## config.mk

```make
export PLATFORM = sky130hd
export DESIGN_NAME = kmp_stream_matcher
export DESIGN_NICKNAME = d
export VERILOG_FILES = /design/src/hdl/kmp_pkg.sv /design/src/hdl/kmp_stream_matcher.sv /design/src/hdl/kmp_cell.sv /design/src/hdl/kmp_cell_row.sv
export SDC_FILE = /design/constraint.sdc
export NUM_CORES = 2
export LEC_CHECK = 0
export BUFFER_PORTS_ARGS = -buffer_cell sky130_fd_sc_hd__buf_2
export CAP_MARGIN = 15
export CORE_ASPECT_RATIO = 0.9
export CORE_MARGIN = 5
export CORE_UTILIZATION = 55
export CTS_BUF_LIST = sky130_fd_sc_hd__clkbuf_8 sky130_fd_sc_hd__clkbuf_16
export CTS_CLUSTER_SIZE = 30
export DETAILED_ROUTE_END_ITERATION = 12
export GPL_TIMING_DRIVEN = 0
export HOLD_SLACK_MARGIN = 0.02
export PLACE_DENSITY = 0.68
export SETUP_SLACK_MARGIN = 0.05
export SYNTH_ARGS = -nofsm -noshare
export SYNTH_HDL_FRONTEND = slang
export SYNTH_SLANG_ARGS = --single-unit
export TNS_END_PERCENT = 5
```

## constraint.sdc

```tcl
create_clock -name aclk -period 43 [get_ports aclk]
set_input_delay 8.6 -clock aclk [delete_from_list [all_inputs] [get_ports aclk]]
set_output_delay 8.6 -clock aclk [all_outputs]
set_load 0.02 [all_outputs]
```

## src/hdl/kmp_pkg.sv

```systemverilog
`timescale 1ns / 1ps
// ----------------------------------------------------------------------------
// kmp_pkg
// Shared constants and types of the streaming pattern matcher.
// ----------------------------------------------------------------------------
package kmp_pkg;

    // pattern capacity and text position width
    localparam int PATTERN_MAX   = 128;
    localparam int POSITION_BITS = 24;

    // derived widths
    localparam int BYTE_BITS = 8;
    localparam int LEN_BITS  = $clog2(PATTERN_MAX + 1);

    // item modes
    localparam logic MODE_PATTERN = 1'b0;
    localparam logic MODE_TEXT    = 1'b1;

    // input item
    typedef struct packed {
        logic                 mode;
        logic [BYTE_BITS-1:0] byte_value;
        logic                 restart;
    } in_item_t;

    // result item
    typedef struct packed {
        logic                     match_found;
        logic [POSITION_BITS-1:0] match_start;
        logic [POSITION_BITS-1:0] match_total;
    } out_item_t;

    // broadcast control from the top level to every cell
    typedef struct packed {
        logic                 load;
        logic                 search;
        logic                 flush;
        logic [BYTE_BITS-1:0] data;
    } cell_ctrl_t;

endpackage

```

## src/hdl/kmp_stream_matcher.sv

```systemverilog
`timescale 1ns / 1ps
// ----------------------------------------------------------------------------
// kmp_stream_matcher
// Streaming exact string matcher. Pattern bytes load into a row of cells,
// text bytes are compared against all cells at once and give one result.
//
//   channel  dir  handshake          payload
//   s_       in   s_valid / s_ready  in_item_t  (mode, byte_value, restart)
//   m_       out  m_valid / m_ready  out_item_t (match_found, match_start,
//                                               match_total)
//
// The cell row updates at the input transfer and a text result sits in the
// output register the cycle after.
// A pattern byte gives no result; a text byte gives exactly one.
// Input is held off only while a result waits in the output register and
// m_ready is low. Reset (aresetn low, synchronous) empties the pattern,
// the match state and the counters; pattern bytes themselves are not cleared.
// ----------------------------------------------------------------------------
module kmp_stream_matcher (
    input  logic               aclk,
    input  logic               aresetn,
    input  logic               s_valid,
    output logic               s_ready,
    input  kmp_pkg::in_item_t  s_data,
    output logic               m_valid,
    input  logic               m_ready,
    output kmp_pkg::out_item_t m_data
);
    import kmp_pkg::*;

    localparam logic [POSITION_BITS-1:0] POS_MAX = '1;

    logic                     s_xfer;
    logic                     search;
    logic                     load;
    logic                     found;
    cell_ctrl_t               ctrl;

    logic [LEN_BITS-1:0]      len_reg, len_next;
    logic [POSITION_BITS-1:0] pos_reg, pos_next;
    logic [POSITION_BITS-1:0] total_reg, total_next;
    logic                     m_valid_reg, m_valid_next;
    out_item_t                m_data_reg, m_data_next;

    logic [POSITION_BITS-1:0] pos_cur;
    logic [POSITION_BITS-1:0] total_cur;

    // input transfer and decode
    assign s_ready = ~m_valid_reg | m_ready;
    assign s_xfer  = s_valid & s_ready;
    assign search  = s_xfer & (s_data.mode == MODE_TEXT);
    assign load    = s_xfer & (s_data.mode == MODE_PATTERN) &
                     (s_data.restart | (len_reg < LEN_BITS'(PATTERN_MAX)));

    always_comb begin
        ctrl.load   = load;
        ctrl.search = search;
        ctrl.flush  = s_data.restart;
        ctrl.data   = s_data.byte_value;
    end

    kmp_cell_row u_row (
        .aclk    (aclk),
        .aresetn (aresetn),
        .ctrl    (ctrl),
        .len_i   (len_reg),
        .found_o (found)
    );

    // pattern length, text position, match total and result register
    always_comb begin
        len_next     = len_reg;
        pos_next     = pos_reg;
        total_next   = total_reg;
        m_valid_next = m_valid_reg & ~m_ready;
        m_data_next  = m_data_reg;
        pos_cur      = s_data.restart ? '0 : pos_reg;
        total_cur    = s_data.restart ? '0 : total_reg;

        if (load) begin
            len_next = s_data.restart ? LEN_BITS'(1) : len_reg + LEN_BITS'(1);
        end

        if (search) begin
            pos_next   = pos_cur + POSITION_BITS'(1);
            total_next = total_cur;
            if (found && total_cur != POS_MAX) begin
                total_next = total_cur + POSITION_BITS'(1);
            end
            m_valid_next            = 1'b1;
            m_data_next.match_found = found;
            m_data_next.match_start = found ?
                (pos_cur + POSITION_BITS'(1) - POSITION_BITS'(len_reg)) : '0;
            m_data_next.match_total = total_next;
        end
    end

    // control registers
    always_ff @(posedge aclk) begin
        if (!aresetn) begin
            len_reg     <= '0;
            pos_reg     <= '0;
            total_reg   <= '0;
            m_valid_reg <= 1'b0;
        end else begin
            len_reg     <= len_next;
            pos_reg     <= pos_next;
            total_reg   <= total_next;
            m_valid_reg <= m_valid_next;
        end
    end

    // result payload
    always_ff @(posedge aclk) begin
        m_data_reg <= m_data_next;
    end

    assign m_valid = m_valid_reg;
    assign m_data  = m_data_reg;

    // an empty pattern never matches
    a_no_empty_match: assert property (@(posedge aclk) disable iff (!aresetn)
        (search && found) |-> (len_reg != '0))
        else $error("match reported with empty pattern");

    // a text transfer always leaves a result behind
    a_text_gives_result: assert property (@(posedge aclk) disable iff (!aresetn)
        search |=> m_valid_reg)
        else $error("text byte produced no result");

    // a reported match is counted
    a_match_counted: assert property (@(posedge aclk) disable iff (!aresetn)
        (m_valid_reg && m_data_reg.match_found) |-> (m_data_reg.match_total != '0))
        else $error("match not counted in total");

    // pattern length stays within the row
    a_len_bound: assert property (@(posedge aclk) disable iff (!aresetn)
        len_reg <= LEN_BITS'(PATTERN_MAX))
        else $error("pattern length beyond capacity");

endmodule

```

## src/hdl/kmp_cell.sv

```systemverilog
`timescale 1ns / 1ps
// ----------------------------------------------------------------------------
// kmp_cell
// One cell of the matcher row: holds one pattern byte and the flag telling
// that the pattern prefix ending at this byte matches the recent text.
// ----------------------------------------------------------------------------
module kmp_cell (
    input  logic                          aclk,
    input  logic                          aresetn,
    input  kmp_pkg::cell_ctrl_t           ctrl,
    input  logic                          head_i,
    input  logic                          in_use_i,
    input  logic [kmp_pkg::BYTE_BITS-1:0] byte_prev_i,
    input  logic                          match_prev_i,
    input  logic                          carry_i,
    output logic [kmp_pkg::BYTE_BITS-1:0] byte_o,
    output logic                          match_o,
    output logic                          hit_o
);
    import kmp_pkg::*;

    logic [BYTE_BITS-1:0] byte_reg;
    logic                 match_reg;
    logic                 match_next;

    // prefix extends through this cell when the text byte equals ours
    assign hit_o = in_use_i & carry_i & (byte_reg == ctrl.data);

    // next match flag: shift on pattern growth, update on text byte
    always_comb begin
        match_next = match_reg;
        if (ctrl.load) begin
            match_next = match_prev_i & ~ctrl.flush;
        end else if (ctrl.search) begin
            // a full match at the head is not kept, the state falls back
            match_next = hit_o & ~head_i;
        end
    end

    // match flag register
    always_ff @(posedge aclk) begin
        if (!aresetn) begin
            match_reg <= 1'b0;
        end else begin
            match_reg <= match_next;
        end
    end

    // pattern byte shifts in on each load, from the neighbor or, at cell 0, from the input byte
    always_ff @(posedge aclk) begin
        if (ctrl.load) begin
            byte_reg <= byte_prev_i;
        end
    end

    assign byte_o  = byte_reg;
    assign match_o = match_reg;

endmodule

```

## src/hdl/kmp_cell_row.sv

```systemverilog
`timescale 1ns / 1ps
// ----------------------------------------------------------------------------
// kmp_cell_row
// Row of matcher cells. Cell 0 holds the newest pattern byte, so a full
// match always shows at cell 0; cell len-1 holds the first pattern byte.
// ----------------------------------------------------------------------------
module kmp_cell_row (
    input  logic                         aclk,
    input  logic                         aresetn,
    input  kmp_pkg::cell_ctrl_t          ctrl,
    input  logic [kmp_pkg::LEN_BITS-1:0] len_i,
    output logic                         found_o
);
    import kmp_pkg::*;

    logic [BYTE_BITS-1:0] byte_w  [PATTERN_MAX];
    logic                 match_w [PATTERN_MAX];
    logic                 hit_w   [PATTERN_MAX];
    logic                 use_w   [PATTERN_MAX];
    logic                 carry_w [PATTERN_MAX];

    genvar c;
    generate
        for (c = 0; c < PATTERN_MAX; c++) begin : g_cell
            // cell is part of the current pattern
            assign use_w[c] = (LEN_BITS'(c) < len_i);

            // prefix flag from the cell holding the previous pattern byte;
            // the cell of the first pattern byte always starts a prefix
            if (c == PATTERN_MAX - 1) begin : g_tail
                assign carry_w[c] = 1'b1;
            end else begin : g_body
                assign carry_w[c] = (LEN_BITS'(c + 1) < len_i) ?
                                    (match_w[c + 1] & ~ctrl.flush) : 1'b1;
            end

            if (c == 0) begin : g_head
                kmp_cell u_cell (
                    .aclk         (aclk),
                    .aresetn      (aresetn),
                    .ctrl         (ctrl),
                    .head_i       (1'b1),
                    .in_use_i     (use_w[c]),
                    .byte_prev_i  (ctrl.data),
                    .match_prev_i (1'b0),
                    .carry_i      (carry_w[c]),
                    .byte_o       (byte_w[c]),
                    .match_o      (match_w[c]),
                    .hit_o        (hit_w[c])
                );
            end else begin : g_rest
                kmp_cell u_cell (
                    .aclk         (aclk),
                    .aresetn      (aresetn),
                    .ctrl         (ctrl),
                    .head_i       (1'b0),
                    .in_use_i     (use_w[c]),
                    .byte_prev_i  (byte_w[c - 1]),
                    .match_prev_i (match_w[c - 1]),
                    .carry_i      (carry_w[c]),
                    .byte_o       (byte_w[c]),
                    .match_o      (match_w[c]),
                    .hit_o        (hit_w[c])
                );
            end
        end
    endgenerate

    // whole pattern ends at this text byte
    assign found_o = hit_w[0];

endmodule
```

# Word-level counts from Yosys, hierarchy flattened
# Cells that the tools add are included.
dict set report totals {
  wordCells 1305
  register_bits 1257
}
dict set report op_classes {
  n_lt_le_gt_ge 129
  reduce_logical 2
  n_addsub 4
  n_mux 386
  n_bitwise 393
  n_eq_ne 129
}
# cell n
set op_table {}
lappend op_table {{equality test 8 bit} 128}
lappend op_table {{less-than comparator 7 x 8 -> 1 bit, first input constant} 64}
lappend op_table {{bitwise AND 1 bit} 387}
lappend op_table {{2-to-1 mux 1 bit} 382}
lappend op_table {{less-than comparator 6 x 8 -> 1 bit, first input constant} 32}
lappend op_table {{less-than comparator 5 x 8 -> 1 bit, first input constant} 16}
lappend op_table {{2-to-1 mux 24 bit} 3}
lappend op_table {{less-than comparator 4 x 8 -> 1 bit, first input constant} 8}
lappend op_table {{adder 24 x 1 -> 24 bit, second input constant} 2}
lappend op_table {{less-than comparator 3 x 8 -> 1 bit, first input constant} 4}
lappend op_table {{inequality test 24 bit, second input constant} 1}
lappend op_table {{subtractor 24 x 8 -> 24 bit} 1}
lappend op_table {{less-than comparator 1 x 8 -> 1 bit, first input constant} 2}
lappend op_table {{less-than comparator 2 x 8 -> 1 bit, first input constant} 2}
lappend op_table {{adder 8 x 1 -> 8 bit, second input constant} 1}
lappend op_table {{less-than comparator 8 bit, second input constant} 1}
lappend op_table {{2-to-1 mux 8 bit} 1}
lappend op_table {{NOT 1 bit} 4}
lappend op_table {{OR 1 bit} 2}
lappend op_table {{nonzero test 2 bit} 1}
lappend op_table {{logical AND 1 bit} 1}

# Depth between registers and ports, before layout
dict set report depth {
  ltp_word 7
  ltp_mapped 20
}

# Cells and area by module
# A second synthesis with hierarchy kept.
dict set report hier_totals {
  hier_cells 4734
  hier_area_um2 58838.9
}
# module cells_each instances area_each_um2
set modules_own_cells {}
lappend modules_own_cells {kmp_cell 28 128 394.1}
lappend modules_own_cells {kmp_stream_matcher 699 1 5993.2}
lappend modules_own_cells {kmp_cell_row 451 1 2397.3}

# Worst setup path after synthesis
# OpenSTA, ideal clock, no wires.
dict set report synth_timing {
  kind {in2reg}
  from {in m_ready}
  to {reg len_reg[6]}
  stages 10
  path_buffers 2
  setup_time_ps 147
  slack_ps 2588
  required_ps 42853
  arrival_ps 40266
  cell_sequence {nand2b_1 nand2_1 nor2_1 o21ai_1 inv_1 clkbuf_1 buf_1 nand3_1 xnor2_1 nor2_1}
}
dict set report synth_between {
  elab_chain_cells 4
}
# item line
set synth_rtl {}
lappend synth_rtl {{start, declared} kmp_stream_matcher.sv:26} ;# input logic m_ready,
lappend synth_rtl {{OR 1 bit} kmp_stream_matcher.sv:49} ;# assign s_ready = ~m_valid_reg | m_ready;
lappend synth_rtl {{bitwise AND 1 bit} kmp_stream_matcher.sv:50} ;# assign s_xfer = s_valid & s_ready;
lappend synth_rtl {{bitwise AND 1 bit (2 in series)} kmp_stream_matcher.sv:52} ;# assign load = s_xfer & (s_data.mode == MODE_PATTERN) &
lappend synth_rtl {{net load} kmp_stream_matcher.sv:35} ;# logic load;
lappend synth_rtl {{end signal, assigned} kmp_stream_matcher.sv:106} ;# len_reg <= len_next;
lappend synth_rtl {{end, declared} kmp_stream_matcher.sv:39} ;# logic [LEN_BITS-1:0] len_reg, len_next;
# The timed path passes the listed nets, and every way through them passes these cells.
# A chain may end at the register's enable or synchronous reset.

# Final worst setup path
dict set report layout_timing {
  from {in m_ready}
  to {out s_ready}
}
dict set report layout_between {
  elab_chain_cells 1
}
# item line
set layout_rtl {}
lappend layout_rtl {{OR 1 bit} kmp_stream_matcher.sv:49}
lappend layout_rtl {{end, declared} kmp_stream_matcher.sv:23} ;# output logic s_ready,
# Every way passes these cells.

==> run_summary.xml <==
<?xml version="1.0" encoding="UTF-8"?>
<metrics>
  <group name="status">
    <metric name="result_of_the_run" unit="">complete, no violations</metric>
  </group>
  <group name="cts">
    <metric name="cts_buffers" unit="">133</metric>
    <metric name="cts_max_path_buffers" unit="">3</metric>
    <metric name="postCtsResizedCells" unit="">0</metric>
    <metric name="clkLatencyLatePin" unit="ns">0.76</metric>
    <metric name="clk_pin_slew" unit="ns">0.06</metric>
    <metric name="cts-hold-fix-buffers" unit="">0</metric>
    <metric name="tritoncts" unit="">built</metric>
    <metric name="post-cts-setup-buffer-count" unit="">0</metric>
    <metric name="htree_levels" unit="">4</metric>
    <metric name="cts_root_buf" unit="">sky130_fd_sc_hd__clkbuf_16</metric>
    <metric name="clock_sink_count" unit="">1257</metric>
  </group>
  <group name="yosys">
    <metric name="synth_seq_cells" unit="">1257</metric>
    <metric name="synthAdderAreaFrac" unit="%">0.306</metric>
    <metric name="postSynth.topFlopCell" unit="">sky130_fd_sc_hd__edfxtp_1</metric>
    <metric name="synth-xor-area-share" unit="%">17.0</metric>
    <metric name="postSynthNetCount" unit="">4221</metric>
    <metric name="synth.lib_cells_used.distinct" unit="">76</metric>
    <metric name="synth_mux_area_share" unit="%">0.176</metric>
    <metric name="synth_compound_gate_area_share" unit="%">6.73</metric>
    <metric name="syn_avg_cell_area" unit="µm²">13.2</metric>
    <metric name="combinational_family_with_the_most_area_after_synthesis" unit="">XOR/XNOR gates</metric>
    <metric name="synthCells" unit="">4194</metric>
    <metric name="seq_total_area_yosys" unit="%">64.7</metric>
    <metric name="ys_async_sr_fraction" unit="%">0</metric>
    <metric name="count_of_flip_flops_with_a_built_in_enable_after_synthesis" unit="">1073</metric>
    <metric name="synthesis.area" unit="µm²">55500</metric>
    <metric name="warning_count_from_the_yosys_run" unit="">0</metric>
    <metric name="synth-simple-area-share" unit="%">9.23</metric>
  </group>
  <group name="die">
    <metric name="floorplan.initialDensity" unit="%">55.5</metric>
    <metric name="die_extent_in_y" unit="µm">311</metric>
    <metric name="placementRows" unit="">110</metric>
    <metric name="die_area" unit="µm²">107000</metric>
    <metric name="core_area" unit="µm²">100000</metric>
    <metric name="io_pins" unit="">65</metric>
    <metric name="dieWidth" unit="µm">345</metric>
  </group>
  <group name="placement">
    <metric name="dpl.hpwl" unit="µm">161000</metric>
    <metric name="io_buffer_count" unit="">64</metric>
    <metric name="pre_cts_slack" unit="ns">25.32</metric>
    <metric name="globalplace.congestion" unit="">1.09</metric>
    <metric name="detailed_place.area" unit="µm²">59000</metric>
  </group>
  <group name="routing">
    <metric name="met2WireLength" unit="µm">92500</metric>
    <metric name="route.detailed.drc" unit="">0</metric>
    <metric name="ant_nets" unit="">0</metric>
    <metric name="route.top_layer_used" unit="">met5</metric>
    <metric name="routed_wl_per_cell" unit="µm">39.4</metric>
    <metric name="vias" unit="">40600</metric>
    <metric name="drt-initial-drc-count" unit="">8294</metric>
    <metric name="routed_length_on_met1" unit="µm">87300</metric>
    <metric name="avgViaCountPerCell" unit="">6.85</metric>
    <metric name="firstDrtPassIters" unit="">7</metric>
    <metric name="drt-total-wl" unit="µm">233000</metric>
    <metric name="dr_wl_met3" unit="µm">35300</metric>
  </group>
  <group name="finish">
    <metric name="final_cell_area" unit="µm²">63400</metric>
    <metric name="largest_register_ff_count" unit="">1016</metric>
    <metric name="post_layout_net_count" unit="">4491</metric>
    <metric name="layout-area-overhead-vs-synth" unit="%">14.2</metric>
    <metric name="post_route_cells_drive_above_1_share" unit="%">10.3</metric>
    <metric name="layout.cells.most_common" unit="">sky130_fd_sc_hd__edfxtp_1</metric>
    <metric name="nFillCells" unit="">7565</metric>
    <metric name="most-common-layout-cells" unit="">sky130_fd_sc_hd__edfxtp_1 (1073), sky130_fd_sc_hd__xnor2_1 (660), sky130_fd_sc_hd__xor2_1 (417)</metric>
  </group>
  <group name="power">
    <metric name="irDropWorstVdd" unit="V">0.0000384</metric>
    <metric name="leakage" unit="nW">20.7</metric>
    <metric name="power" unit="mW">2.86</metric>
    <metric name="power_per_cell_area" unit="nW/µm²">45.1</metric>
  </group>
  <group name="sta">
    <metric name="setup_viol" unit="">0</metric>
    <metric name="max-slew-margin-rel" unit="%">6.72</metric>
    <metric name="timing.final.crit_period" unit="ns">17.69</metric>
    <metric name="timing.clock.skew" unit="ns">0.0264</metric>
    <metric name="finalMaxSlewViolations" unit="">0</metric>
    <metric name="setup_slack_of_the_critical_path_after_layout" unit="ns">25.31</metric>
    <metric name="achievable-frequency" unit="MHz">56.5</metric>
    <metric name="worst_hold_slack" unit="ns">0.458</metric>
    <metric name="timing_worst_slew_pin_value" unit="ns">1.38</metric>
    <metric name="hold_viol" unit="">0</metric>
    <metric name="min_period_over_period" unit="%">41.1</metric>
    <metric name="rsz0062_at_grt" unit="">no</metric>
  </group>
  <group name="job">
    <metric name="max-cap-violations" unit="">0</metric>
  </group>
  <group name="global_routing">
    <metric name="vias_in_the_first_global_route" unit="">37300</metric>
    <metric name="overflow" unit="">0</metric>
    <metric name="largest_net_degree_at_the_start_of_global_routing" unit="">46</metric>
    <metric name="antenna_violations_before_repair" unit="">4</metric>
    <metric name="wire_length_of_the_first_global_routing_pass" unit="µm">310000</metric>
    <metric name="gr-usage-all-layers" unit="%">42.5</metric>
  </group>
  <group name="critical_path">
    <metric name="setup.worst_path.start_class" unit="">primary input</metric>
    <metric name="crit_type" unit="">primary input to primary output</metric>
    <metric name="cp_data_required_time" unit="ns">34.40</metric>
    <metric name="cp-end-kind" unit="">primary output</metric>
    <metric name="crit_path_max_fanout" unit="">5</metric>
    <metric name="worst_ep_arrival_time" unit="ns">9.09</metric>
    <metric name="ff2ff_path_depth" unit="">14</metric>
    <metric name="r2r_slack" unit="ns">37.91</metric>
  </group>
  <group name="worst_hold_path">
    <metric name="timing.hold.worst_path_depth" unit="">0</metric>
    <metric name="timing.hold.worst.class" unit="">flop to flop</metric>
  </group>
</metrics>
[per-layer routing]
metal  up-vias  track usage, %
met1     20300            59.2
met5         -               0
met3       719            15.9
met4         2            25.9
li1      16100               -
met2      3519            56.4
[kinds of logic (layout without fill, tap and decap cells)]
kind of cell,count (synthesis),count (layout)
AND/OR/NAND/NOR,964,964
flip-flops,1257,1257
buffers and inverters,277,656
adder cells (fa/ha/maj),13,13
AO/OA/AOI/OAI,598,598
XOR/XNOR,1077,1077
other,0,6
multiplexers,8,8
[cell usage after synthesis, types with 71 or more instances]
master                        n  area share, %
sky130_fd_sc_hd__nand2_1    136           0.92
sky130_fd_sc_hd__nand4_1    183            2.1
sky130_fd_sc_hd__nor2_1     229            1.5
sky130_fd_sc_hd__edfxtp_1  1073             58
sky130_fd_sc_hd__xnor2_1    660             10
sky130_fd_sc_hd__a21oi_1    220            2.0
sky130_fd_sc_hd__dfxtp_1    184            6.6
sky130_fd_sc_hd__xor2_1     417            6.6
sky130_fd_sc_hd__clkbuf_1   173            1.2
sky130_fd_sc_hd__nor4_1     163            1.8
sky130_fd_sc_hd__o21ai_0    125            1.1
sky130_fd_sc_hd__nor3_1     105           0.95
sky130_fd_sc_hd__buf_1       71           0.48
[report_power, final]
part | internal, mW | total [mW] | switching (mW)
Combinational | 0.0820 | 0.274 | 0.192
Sequential | 1.38 | 1.42 | 0.0402
Clock | 0.658 | 1.16 | 0.503
[final cells by class]
type	instances	area [µm²]	area share, %
buffer	254	1100	1.74
tap	1344	1680	2.65
inverter	23	86.3	0.136
multi-input combinational	2660	18600	29.3
antenna	6	15.0	0.0237
clock buffer	148	3610	5.70
timing repair buffer	135	1700	2.68
clock inverter	96	713	1.13
sequential	1257	35900	56.6
[critical path, stage by stage]
cell and delay, ns:
sky130_fd_sc_hd__buf_2 0.09, sky130_fd_sc_hd__nand2b_1 0.20, sky130_fd_sc_hd__buf_2 0.19
[final timing paths]
path	start	end
setup / recovery	m_ready	s_ready
hold / removal	u_row.g_cell[113].g_rest.u_cell.byte_o[6]$_DFFE_PP_	u_row.g_cell[114].g_rest.u_cell.byte_o[6]$_DFFE_PP_
setup reg to reg	len_reg[7]$_SDFFE_PN0P_	u_row.g_cell[14].g_rest.u_cell.match_o$_SDFFE_PN0P_
hold reg to reg	u_row.g_cell[113].g_rest.u_cell.byte_o[6]$_DFFE_PP_	u_row.g_cell[114].g_rest.u_cell.byte_o[6]$_DFFE_PP_
[metrics by stage]
step	util [%]	cells	setup TNS, ns
3_3_place_gp	57.5	5602	-8983.12
4_1_cts	63.3	5915	0
3_5_place_dp	59.0	5671	0
5_1_grt	63.3	5917	0
6_report	63.3	5923	0
2_1_floorplan	-	4194	0
No activity file was read; power rests on OpenSTA's default activity.
